**config.mk**
```make
export PLATFORM = sky130hd
export DESIGN_NAME = odess_ctrl
export DESIGN_NICKNAME = d
export VERILOG_FILES = /design/src/hw/rtl/odess_pkg.sv /design/src/hw/rtl/odess_ctrl.sv
export SDC_FILE = /design/constraint.sdc
export NUM_CORES = 1
export LEC_CHECK = 0
export ABC_AREA = 1
export BUFFER_PORTS_ARGS = -buffer_cell sky130_fd_sc_hd__buf_2
export CAP_MARGIN = 20
export CORE_MARGIN = 1.5
export CORE_UTILIZATION = 44
export CTS_CLUSTER_SIZE = 28
export DETAILED_ROUTE_END_ITERATION = 10
export PLACE_DENSITY = 0.78
export SLEW_MARGIN = 10
export SYNTH_ARGS = -nofsm -noshare
export SYNTH_HDL_FRONTEND = slang
export SYNTH_SLANG_ARGS = --single-unit
export TNS_END_PERCENT = 20
```
**constraint.sdc**
```tcl
create_clock -name clk_i -period 2.7 [get_ports clk_i]
set_clock_uncertainty 0.15 [all_clocks]
set_input_delay 0.405 -clock clk_i [delete_from_list [all_inputs] [get_ports clk_i]]
set_output_delay 0.405 -clock clk_i [all_outputs]
set_load 0.02 [all_outputs]
```
**src/hw/rtl/odess_pkg.sv**
```systemverilog
// ----------------------------------------------------------------------------
// odess_pkg
// Types, codes and the micro-program table of the ODE step solver.
// ----------------------------------------------------------------------------
package odess_pkg;

  localparam int FRAC_BITS_DEF = 16;
  localparam int VAL_W         = 32;
  localparam int STEP_W        = 17;
  localparam int H6_W          = 15;
  localparam int SUM_W         = 35;
  localparam int CFG_AW        = 1;
  localparam int CFG_DW        = 17;
  localparam int IDX_W         = 4;

  localparam logic [STEP_W-1:0] STEP_RST = 17'd13107;

  localparam logic [CFG_AW-1:0] REG_STEP_SIZE = 1'b0;
  localparam logic [CFG_AW-1:0] REG_METHOD    = 1'b1;

  localparam logic OP_STEP = 1'b0;
  localparam logic OP_LOAD = 1'b1;

  typedef enum logic [1:0] {
    METH_EULER = 2'd0,
    METH_MID   = 2'd1,
    METH_HEUN  = 2'd2,
    METH_RK4   = 2'd3
  } method_e;

  typedef enum logic [2:0] {
    MOP_DERIV,
    MOP_PA,
    MOP_PB,
    MOP_FA,
    MOP_FB
  } mop_e;

  typedef enum logic [1:0] {
    XS_CUR,
    XS_HALF,
    XS_FULL
  } xsel_e;

  typedef enum logic [1:0] {
    CS_H,
    CS_HH,
    CS_H6
  } csel_e;

  typedef enum logic [1:0] {
    ST_IDLE,
    ST_ISSUE,
    ST_WB,
    ST_DONE
  } state_e;

  typedef struct packed {
    mop_e        mop;
    xsel_e       xsel;
    csel_e       csel;
    logic [1:0]  weight;
    logic        last;
  } uop_t;

  typedef struct packed {
    logic start;
    logic load;
    logic issue;
    logic wb;
    logic out_write;
    uop_t uop;
  } cmd_t;

  typedef struct packed {
    method_e method;
  } status_t;

  typedef struct packed {
    logic                    operation;
    logic signed [VAL_W-1:0] abscissa;
    logic signed [VAL_W-1:0] load_first;
    logic signed [VAL_W-1:0] load_second;
  } in_item_t;

  typedef struct packed {
    logic signed [VAL_W-1:0] first_out;
    logic signed [VAL_W-1:0] second_out;
    logic                    saturated;
  } out_item_t;

  function automatic uop_t mk(mop_e m, xsel_e x, csel_e c, logic [1:0] w, logic l);
    uop_t u;
    u.mop = m; u.xsel = x; u.csel = c; u.weight = w; u.last = l;
    return u;
  endfunction

  // Micro-program: one entry per multiply of the selected method.
  function automatic uop_t uop_lookup(method_e meth, logic [IDX_W-1:0] idx);
    uop_t u;
    u = mk(MOP_FB, XS_CUR, CS_H, 2'd0, 1'b1);
    case (meth)
      METH_EULER: begin
        case (idx)
          4'd0:    u = mk(MOP_DERIV, XS_CUR, CS_H, 2'd1, 1'b0);
          4'd1:    u = mk(MOP_FA, XS_CUR, CS_H, 2'd0, 1'b0);
          default: u = mk(MOP_FB, XS_CUR, CS_H, 2'd0, 1'b1);
        endcase
      end
      METH_MID: begin
        case (idx)
          4'd0:    u = mk(MOP_DERIV, XS_CUR, CS_HH, 2'd0, 1'b0);
          4'd1:    u = mk(MOP_PA, XS_CUR, CS_HH, 2'd0, 1'b0);
          4'd2:    u = mk(MOP_PB, XS_CUR, CS_HH, 2'd0, 1'b0);
          4'd3:    u = mk(MOP_DERIV, XS_HALF, CS_H, 2'd1, 1'b0);
          4'd4:    u = mk(MOP_FA, XS_CUR, CS_H, 2'd0, 1'b0);
          default: u = mk(MOP_FB, XS_CUR, CS_H, 2'd0, 1'b1);
        endcase
      end
      METH_HEUN: begin
        case (idx)
          4'd0:    u = mk(MOP_DERIV, XS_CUR, CS_H, 2'd1, 1'b0);
          4'd1:    u = mk(MOP_PA, XS_CUR, CS_H, 2'd0, 1'b0);
          4'd2:    u = mk(MOP_PB, XS_CUR, CS_H, 2'd0, 1'b0);
          4'd3:    u = mk(MOP_DERIV, XS_FULL, CS_HH, 2'd1, 1'b0);
          4'd4:    u = mk(MOP_FA, XS_CUR, CS_HH, 2'd0, 1'b0);
          default: u = mk(MOP_FB, XS_CUR, CS_HH, 2'd0, 1'b1);
        endcase
      end
      default: begin
        case (idx)
          4'd0:    u = mk(MOP_DERIV, XS_CUR, CS_HH, 2'd1, 1'b0);
          4'd1:    u = mk(MOP_PA, XS_CUR, CS_HH, 2'd0, 1'b0);
          4'd2:    u = mk(MOP_PB, XS_CUR, CS_HH, 2'd0, 1'b0);
          4'd3:    u = mk(MOP_DERIV, XS_HALF, CS_HH, 2'd2, 1'b0);
          4'd4:    u = mk(MOP_PA, XS_CUR, CS_HH, 2'd0, 1'b0);
          4'd5:    u = mk(MOP_PB, XS_CUR, CS_HH, 2'd0, 1'b0);
          4'd6:    u = mk(MOP_DERIV, XS_HALF, CS_H, 2'd2, 1'b0);
          4'd7:    u = mk(MOP_PA, XS_CUR, CS_H, 2'd0, 1'b0);
          4'd8:    u = mk(MOP_PB, XS_CUR, CS_H, 2'd0, 1'b0);
          4'd9:    u = mk(MOP_DERIV, XS_FULL, CS_H6, 2'd1, 1'b0);
          4'd10:   u = mk(MOP_FA, XS_CUR, CS_H6, 2'd0, 1'b0);
          default: u = mk(MOP_FB, XS_CUR, CS_H6, 2'd0, 1'b1);
        endcase
      end
    endcase
    return u;
  endfunction

endpackage

```
**src/hw/rtl/odess_ctrl.sv**
```systemverilog
// ----------------------------------------------------------------------------
// odess_ctrl
// Sequencer: walks the micro-program and runs the input/output handshakes.
// ----------------------------------------------------------------------------
module odess_ctrl (
  input  logic                clk_i,
  input  logic                rst_ni,
  input  logic                in_valid_i,
  input  logic                in_op_i,
  output logic                in_ready_o,
  output logic                out_valid_o,
  input  logic                out_ready_i,
  input  odess_pkg::status_t  status_i,
  output odess_pkg::cmd_t     cmd_o
);

  odess_pkg::state_e state_q, state_d;
  logic [odess_pkg::IDX_W-1:0] idx_q, idx_d;
  logic out_valid_q, out_valid_d;
  logic in_fire;

  always_ff @(posedge clk_i or negedge rst_ni) begin
    if (!rst_ni) begin
      state_q     <= odess_pkg::ST_IDLE;
      idx_q       <= '0;
      out_valid_q <= 1'b0;
    end else begin
      state_q     <= state_d;
      idx_q       <= idx_d;
      out_valid_q <= out_valid_d;
    end
  end

  always_comb begin
    state_d       = state_q;
    idx_d         = idx_q;
    cmd_o         = '0;
    cmd_o.uop     = odess_pkg::uop_lookup(status_i.method, idx_q);
    in_ready_o    = (state_q == odess_pkg::ST_IDLE);
    in_fire       = in_valid_i && in_ready_o;
    out_valid_d   = out_valid_q && !out_ready_i;
    case (state_q)
      odess_pkg::ST_IDLE: begin
        if (in_fire) begin
          idx_d = '0;
          if (in_op_i == odess_pkg::OP_LOAD) begin
            cmd_o.load = 1'b1;
            state_d    = odess_pkg::ST_DONE;
          end else begin
            cmd_o.start = 1'b1;
            state_d     = odess_pkg::ST_ISSUE;
          end
        end
      end
      odess_pkg::ST_ISSUE: begin
        cmd_o.issue = 1'b1;
        state_d     = odess_pkg::ST_WB;
      end
      odess_pkg::ST_WB: begin
        cmd_o.wb = 1'b1;
        if (cmd_o.uop.last) begin
          state_d = odess_pkg::ST_DONE;
        end else begin
          idx_d   = idx_q + 1'b1;
          state_d = odess_pkg::ST_ISSUE;
        end
      end
      odess_pkg::ST_DONE: begin
        // Hold the result until the output register is free.
        if (!out_valid_q || out_ready_i) begin
          cmd_o.out_write = 1'b1;
          out_valid_d     = 1'b1;
          state_d         = odess_pkg::ST_IDLE;
        end
      end
      default: state_d = odess_pkg::ST_IDLE;
    endcase
  end

  assign out_valid_o = out_valid_q;

endmodule

```
==> impl_metrics.toml, run 1 <==
[cts]
clk_pin_slew_ps = 50
numClockSinks = 7
tritoncts = "yes"
ctsResizeCount = 0
cts_hold_buf = 1
cts_setup_buffers = 0
cts_root_buffer = "clkbuf_4"
cts_max_path_buffers = 2
worstSkewPairLatency_ps = 240
h-tree-depth = 1
numCtsBuffers = 3

[flow_run]
max_cap_violations = 0

[setup_path]
slowest_delay_ps = 420
cp.arrival_ps = 1840
worst_path_max_delay_cell = "dfrtp_1"
cp-start-kind = "flop"
endpoint_kind = "primary output"
cpMostUsedCell = "nor2_1"
path_cells = "inv_1, ha_1, nand3_1, nand2_2, nor2_4, nor2_1, nor2_1, o21ai_1, buf_2"
reg2reg_from = "idx_q[1]"
rr_worst_depth = 10
reg2reg_slack_ps = 880
crit_path_max_fanout = 5
worstSetupPathType = "reg2out"
cp.required_ps = 2140
r2r-end = "idx_q[3]"

[logic_synthesis]
synth_area_per_cell_um2 = 6.48
yosysSeqAreaShare_pct = 23.3
synth_top_area_share_pct = 23.3
synthTopCellsByArea = "dfrtp_1 23%, nand2_1 16%, inv_1 8.5%, ha_1 8.3%, nor2_1 8.0%"
syn_nets = 128
syn_area_um2 = 752
netlist_instances = 116
yosys.area.top_type = "dfrtp_1"
ys_types = 23
synth_edf_count = 0
yosys_warnings = 0
synth_seq_cells = 7
synth_top_flop_cell = "dfrtp_1"
async_flop_share_pct = 100

[floorplanning]
die_area_um2 = 1970
die_h_um = 44.3
std_cell_rows = 14
fp.dieW_um = 44.3
core-area_um2 = 1560
ios = 24
start_util_pct = 48.2

[sta]
setup_tns_ps = 0
drv_slew = 0
fmax_ghz = 0.418
worst_pin_slew_ps = 491
post-route-period-util_pct = 88.7
fin_crit_ps = 2390
setup_viol = 0
postLayoutSetupSlackWorst_ps = 306
relSlewSlack_pct = 66.8
hold_viol_final = 0
rsz0062_at_grt = "no"

[routing]
dr.pass1.iters = 7
drt-initial-drc-count = 29
route.met3.wl_um = 30
met1Wirelength_um = 764
drt-wirelength-per-cell_um = 9.66
drc = 2
routed_wl_um = 1530
wl_met2_um = 731
viasPerCell = 4.91
via_count = 776
postRouteAntennaNets = 0
routed.top_layer = "met3"

[power]
ir_drop_v = 0.000530
p_per_area_nw_per_um2 = 901
leakagePower_nw = 0.538

[global_route]
grt-ovfl-total = 0
antenna_found_initial = 0
grt_pass1_wl_um = 2700
grt_pass1_vias = 676
grt_max_degree = 9
grt_usage_pct = 18.0

[outcome]
status = "complete, but fails checks"
violations = "design-rule violations"

[finish]
layout.nets = 155
drive_gt1_share_pct = 27.5
final_cell_mix = "33 x nand2_1, 23 x buf_2, 17 x inv_1"
syn2layout_area_growth_pct = 20.3
final_common_cell = "nand2_1"
final_cell_area_um2 = 905
n_antenna_cell = 0
fillers = 164

[place]
gp_congestion = 0.871
port_buffers = 23
post_dp_cell_area_um2 = 868
hpwl_um = 1310
post-place-ws_ps = 565

[worst_hold_path]
min_path_type = "in2reg"
worstHoldStart = "out_ready_i"
worstHoldEndpoint = "out_valid_o"
holdPathStages = 4
[critical path, delay by kind of cell (launching register included)]
kind                     cells  cell delay [ps]
AND/OR/NAND/NOR              5              500
adder cells (fa/ha/maj)      1              240
flip-flops                   1              420
AO/OA/AOI/OAI                1              120
buffers and inverters        2              310
[kinds of logic after synthesis]
family / after synthesis / synth area share, %
XOR/XNOR: 1 / 1.16
AO/OA/AOI/OAI: 14 / 12.3
flip-flops: 7 / 23.3
adder cells (fa/ha/maj): 5 / 8.32
AND/OR/NAND/NOR: 68 / 42.9
buffers and inverters: 21 / 12.0
[cell usage after synthesis, types with 2 or more instances]
library cell / number
dfrtp_1: 7
ha_1: 5
a21oi_1: 3
nor3_1: 2
o21ai_0: 3
o311ai_0: 2
nor2_1: 16
o211ai_1: 2
nand2_4: 3
nand3_1: 6
nand2_2: 4
inv_2: 2
inv_1: 17
nand2_1: 33
nor2_4: 3
[through the flow]
step,hold WS [ps],util (%),std cells,total power (W)
after global placement,89.1,55.7,153,0.000721
final,267,58.0,158,0.000816
after detailed placement,88.6,55.7,153,0.000728
after CTS,259,58.0,158,0.000822
after floorplan,-40.6,-,116,0.000600
after global routing,296,58.0,158,0.000900
[worst max path at each step]
stage	startpoint	endpoint	slack, ps	depth (start not counted)
final	idx_q[1]	cmd_o[7]	310	9
after global routing	idx_q[1]	cmd_o[7]	120	9
after CTS	idx_q[1]	cmd_o[7]	300	9
after detailed placement	idx_q[1]	cmd_o[7]	570	9
after global placement	idx_q[1]	cmd_o[7]	630	9
after floorplan	idx_q[0]	cmd_o[7]	650	8
[metal layers]
layer / vias to the layer above / GRT usage, %
li1: 417 / -
met4: 0 / 6.67
met5: - / 0
met2: 11 / 28.8
met3: 0 / 1.63
met1: 348 / 25.1
[power by group]
part / internal (W) / switching (W) / leakage (nW)
combinational: 0.000181 / 0.000364 / 0.432
clock: 0.0000560 / 0.0000328 / 0.0150
sequential: 0.000139 / 0.0000425 / 0.0908
total: 0.000377 / 0.000439 / 0.538
[final cells by class]
class / count / area [µm²] / share of cell area [%]
sequential: 7 / 175 / 19.4
clock buffer: 4 / 26.3 / 2.90
inverter: 19 / 71.3 / 7.88
timing repair buffer: 24 / 125 / 13.8
multi-input combinational: 88 / 487 / 53.8
tap: 16 / 20.0 / 2.21
[registers in the layout, summed over array words and instances (netlist names)]
signal       flops
state_q          2
out_valid_o      1
idx_q            4
Power figures use the tool's default switching activity.
==> run 2: changes to the inputs <==
--- a/config.mk
+++ b/config.mk
@@ -9,10 +9,10 @@
 export BUFFER_PORTS_ARGS = -buffer_cell sky130_fd_sc_hd__buf_2
 export CAP_MARGIN = 20
 export CORE_MARGIN = 1.5
-export CORE_UTILIZATION = 44
+export CORE_UTILIZATION = 25
 export CTS_CLUSTER_SIZE = 28
 export DETAILED_ROUTE_END_ITERATION = 10
-export PLACE_DENSITY = 0.78
+export PLACE_DENSITY = 0.52
 export SLEW_MARGIN = 10
 export SYNTH_ARGS = -nofsm -noshare
 export SYNTH_HDL_FRONTEND = slang
==> constraint.sdc (replaced) <==
create_clock -name clk_i -period 2.6 [get_ports clk_i]
set_clock_uncertainty 0.15 [all_clocks]
set_input_delay 0.39 -clock clk_i [delete_from_list [all_inputs] [get_ports clk_i]]
set_output_delay 0.39 -clock clk_i [all_outputs]
set_load 0.02 [all_outputs]
==> run 2 against run 1 <==
Effect of this change: the run still ends with design-rule violations left; sequential share of layout area shrank 0.39 points; combinational power grew 5.0%; worst hold slack got worse by 13 ps; critical path type unchanged.
==> impl_metrics.toml, run 2 (synthesis results as in run 1) <==
[global_route]
grt_pass1_vias = 770
grt_max_degree = 9
grt-ovfl-total = 0
antenna_found_initial = 0
grt_usage_pct = 11.1
grt_pass1_wl_um = 3080

[outcome]
violations = "design-rule violations"
status = "complete, but fails checks"

[setup_path]
critPathBufInv = 2
endpoint_kind = "primary output"
cp-start-kind = "flop"
cp.arrival_ps = 1810
slowest_delay_ps = 430
worstSetupPathType = "reg2out"
cp.required_ps = 2060
path_cells = "inv_1, ha_1, nand3_1, nand2_2, nor2_4, nor2_1, nor2_1, o21ai_1, buf_2"
critPathTopFamily = "simple AND/OR/NAND/NOR gates"
crit_path_max_fanout = 6
cpMostUsedCell = "nor2_1"
worst_path_max_delay_cell = "dfrtp_1"

[finish]
drive_gt1_share_pct = 27.5
final_cell_mix = "33 x nand2_1, 23 x buf_2, 17 x inv_1"
final_common_cell = "nand2_1"
n_antenna_cell = 0
multi_input_area_um2 = 487
syn2layout_area_growth_pct = 22.8
layout.nets = 155
fillers = 316
largest_reg_flops = 4
final_cell_area_um2 = 923
seq_area_um2 = 175
regMostFlops = "idx_q"

[place]
gp_congestion = 0.810
post_dp_cell_area_um2 = 887
port_buffers = 23
hpwl_um = 1390

[worst_hold_path]
min_path_type = "in2reg"

[routing]
route.met3.wl_um = 86
routed_wl_um = 1640
wl_met2_um = 786
viasPerCell = 4.46
drc = 2
met1Wirelength_um = 764
postRouteAntennaNets = 0
dr.pass1.iters = 7
via_count = 771
routed.top_layer = "met3"
drt-initial-drc-count = 23
drt-wirelength-per-cell_um = 9.46

[flow_run]
max_cap_violations = 0

[floorplanning]
core-area_um2 = 2810
std_cell_rows = 19
die_h_um = 57.8
start_util_pct = 26.8
fp.dieW_um = 57.8
ios = 24
die_area_um2 = 3350

[cts]
numCtsBuffers = 3
cts_max_path_buffers = 2
tritoncts = "yes"
cts_root_buffer = "clkbuf_4"
clk_pin_slew_ps = 50
numClockSinks = 7
h-tree-depth = 1
worstSkewPairLatency_ps = 240

[power]
p_per_area_nw_per_um2 = 928
ir_drop_v = 0.000507
leakagePower_nw = 0.538

[sta]
fin_crit_ps = 2350
rsz0062_at_grt = "no"
setup_tns_ps = 0
hold_viol_final = 0
post-route-period-util_pct = 90.4
worst_pin_slew_ps = 406
relSlewSlack_pct = 72.6
setup_viol = 0
fmax_ghz = 0.425
drv_slew = 0
==> run 2: layer usage <==
metal  vias up  track usage [%]
met5         -                0
met4         0             1.99
met3         0             1.56
met2        20             20.5
met1       332             13.9
li1        419                -
==> run 2: worst paths after layout <==
| kind | from | endpoint | slack [ps] | cells after the start |
|---|---|---|---|---|
| min reg2reg | out_valid_o | out_valid_o | 340 | 2 |
| max in group asynchronous | rst_ni | out_valid_o | 1790 | 2 |
| max | idx_q[0] | cmd_o[7] | 250 | 9 |
| min | out_ready_i | out_valid_o | 250 | 4 |
| max reg2reg | idx_q[0] | idx_q[3] | 800 | 11 |
| min in group asynchronous | rst_ni | state_q[1] | 350 | 2 |
==> run 2: timing repair <==
action / in CTS / in global routing
setup endpoints to repair: 0 / 1
resized for setup: 0 / 1
hold buffers: 1 / 0
endpoints found under the hold margin: 7 / 0
setup buffers: 0 / 0
==> run 2: cell type report <==
class | count | area share (%)
clock buffer | 4 | 2.85
inverter | 19 | 7.72
multi-input combinational | 88 | 52.7
sequential | 7 | 19.0
tap | 31 | 4.20
timing repair buffer | 24 | 13.6
==> run 2: per-stage QoR <==
step | power (W) | std cells | utilization, % | setup WS (ps) | hold slack, ps
floorplan | 0.000623 | 116 | - | 567 | -55.6
global placement | 0.000763 | 168 | 31.6 | 542 | 78.3
detailed placement | 0.000769 | 168 | 31.6 | 495 | 80.7
CTS | 0.000871 | 173 | 32.9 | 226 | 254
global route | 0.000953 | 173 | 32.9 | 50.8 | 273
finish | 0.000857 | 173 | 32.9 | 250 | 254
==> run 2: where the power goes <==
part	switching (W)	internal, W
clock	0.0000377	0.0000584
sequential	0.0000445	0.000144
combinational	0.000382	0.000190
==> run 2: worst register-to-register path: cells and delay by family, from the launching register on <==
family / cells / cell delay, ps
adder cells (fa/ha/maj): 1 / 260
flip-flops: 1 / 420
buffers and inverters: 1 / 110
AND/OR/NAND/NOR: 9 / 820
==> run 3: changes to the inputs <==
--- a/config.mk
+++ b/config.mk
@@ -6,6 +6,7 @@
 export NUM_CORES = 1
 export LEC_CHECK = 0
 export ABC_AREA = 1
+export ABC_CLOCK_PERIOD_IN_PS = 2500
 export BUFFER_PORTS_ARGS = -buffer_cell sky130_fd_sc_hd__buf_2
 export CAP_MARGIN = 20
 export CORE_MARGIN = 1.5
==> constraint.sdc (replaced) <==
create_clock -name clk_i -period 2.5 [get_ports clk_i]
set_clock_uncertainty 0.15 [all_clocks]
set_input_delay 0.375 -clock clk_i [delete_from_list [all_inputs] [get_ports clk_i]]
set_output_delay 0.375 -clock clk_i [all_outputs]
set_load 0.02 [all_outputs]
==> run 3 against run 2 <==
Effect of this change: the run still ends with design-rule violations left; register-to-register slack lost 80 ps; setup slack lost 40 ps; flip-flop and latch count is the same; sequential power grew 5%.
==> impl_metrics.toml, run 3 (synthesis results as in run 1) <==
[outcome]
status = "complete, but fails checks"
violations = "design-rule violations"

[floorplanning]
core-area_um2 = 2810
die_area_um2 = 3350
fp.dieW_um = 57.8
die_h_um = 57.8
std_cell_rows = 19
start_util_pct = 26.8
ios = 24

[power]
ir_drop_v = 0.000556
leakagePower_nw = 0.540
power_w = 0.000896
p_per_area_nw_per_um2 = 966

[routing]
routed_wl_um = 1620
drt-initial-drc-count = 20
dr.pass1.iters = 7
drt-wirelength-per-cell_um = 9.35
viasPerCell = 4.49
drc = 2
postRouteAntennaNets = 0
via_count = 777

[finish]
fin_util_pct = 33.1
final_cell_mix = "33 x nand2_1, 23 x buf_2, 16 x inv_1, 16 x nor2_1, 7 x dfrtp_1"
multi_input_area_um2 = 489
layout.nets = 155
n_antenna_cell = 0
fillers = 308
drive_gt1_share_pct = 29.6
fin_cells = 173
regMostFlops = "idx_q"
final_common_cell = "nand2_1"
syn2layout_area_growth_pct = 23.3
seq_area_um2 = 175
largest_reg_flops = 4

[setup_path]
reg2reg_from = "idx_q[0]"
cp.arrival_ps = 1770
endpoint_kind = "primary output"
startpoint = "idx_q[1]"
crit_path_max_fanout = 5
cp.required_ps = 1980
cp-start-kind = "flop"
worstSetupPathType = "reg2out"

[sta]
post-route-period-util_pct = 91.6
rsz0062_at_grt = "no"
hold_ws_ps = 227
fin_crit_ps = 2290
relSlewSlack_pct = 72.9
worst_pin_slew_ps = 401
setup_viol = 0
setup_tns_ps = 0
hold_viol_final = 0
fmax_ghz = 0.437
drv_slew = 0

[worst_hold_path]
min_path_type = "in2reg"
worstHoldStart = "out_ready_i"

[cts]
numClockSinks = 7
cts_setup_buffers = 0
clk_pin_slew_ps = 60
cts_max_path_buffers = 2
worstSkewPairLatency_ps = 250
tritoncts = "yes"
numCtsBuffers = 3
cts_root_buffer = "clkbuf_4"
h-tree-depth = 1

[global_route]
grt_pass1_wl_um = 2890
antenna_found_initial = 0
grt_usage_pct = 10.6
grt_pass1_vias = 730
grt-ovfl-total = 0
grt_max_degree = 9

[flow_run]
max_cap_violations = 0

[place]
port_buffers = 23
hpwl_um = 1370
dp_cells = 168
gp_congestion = 0.809
==> run 3: area by class of cell <==
cell class                 count  area share, %
multi-input combinational     88           52.8
sequential                     7           18.9
timing repair buffer          24           13.5
inverter                      19           7.69
tap                           31           4.18
clock buffer                   3           2.43
clock inverter                 1          0.540
==> run 3: layer usage <==
layer  GRT usage, %  share of wire (%)  routed length [µm]  up-vias
li1               -                  -                   -      421
met3           2.68                7.1                 114        0
met1           12.3                 45                 720      332
met5              0                  0                   0        -
met4           2.33                  0                   0        0
met2           19.5                 48                 782       24
==> run 3: timing repair <==
action | CTS | global route
endpoints found under the hold margin | 7 | 0
hold buffers | 1 | 0
endpoints found under the setup margin | 0 | 2
resized for setup | 0 | 3
==> run 3: power by group <==
part	internal (W)	total (W)	switching, W
registers	0.000150	0.000199	0.0000485
clock network	0.0000584	0.000100	0.0000419
logic	0.000200	0.000597	0.000396
total	0.000409	0.000896	0.000487
==> run 3: critical path: stages (launching register included) <==
cell and delay (ps):
dfrtp_1 420, inv_1 120, ha_2 220, nand3_1 130, nand2_2 130, nor2_4 50, nor2_1 110, nor2_1 50
o21ai_1 110, buf_2 170
==> run 3: worst paths after layout <==
kind | cells past startpoint | slack [ps] | endpoint
hold / removal | 4 | 230 | out_valid_o
max in group asynchronous | 2 | 1710 | state_q[0]
setup reg to reg | 10 | 720 | idx_q[2]
setup / recovery | 9 | 210 | cmd_o[7]
min in group asynchronous | 2 | 330 | idx_q[2]
hold reg to reg | 2 | 360 | out_valid_o
==> run 3: through the flow <==
stage | instance area, µm² | setup slack [ps]
after global placement | 887 | 459
final | 927 | 209
after floorplan | 752 | 482
after CTS | 925 | 136
after detailed placement | 887 | 420
after global routing | 927 | 45.0
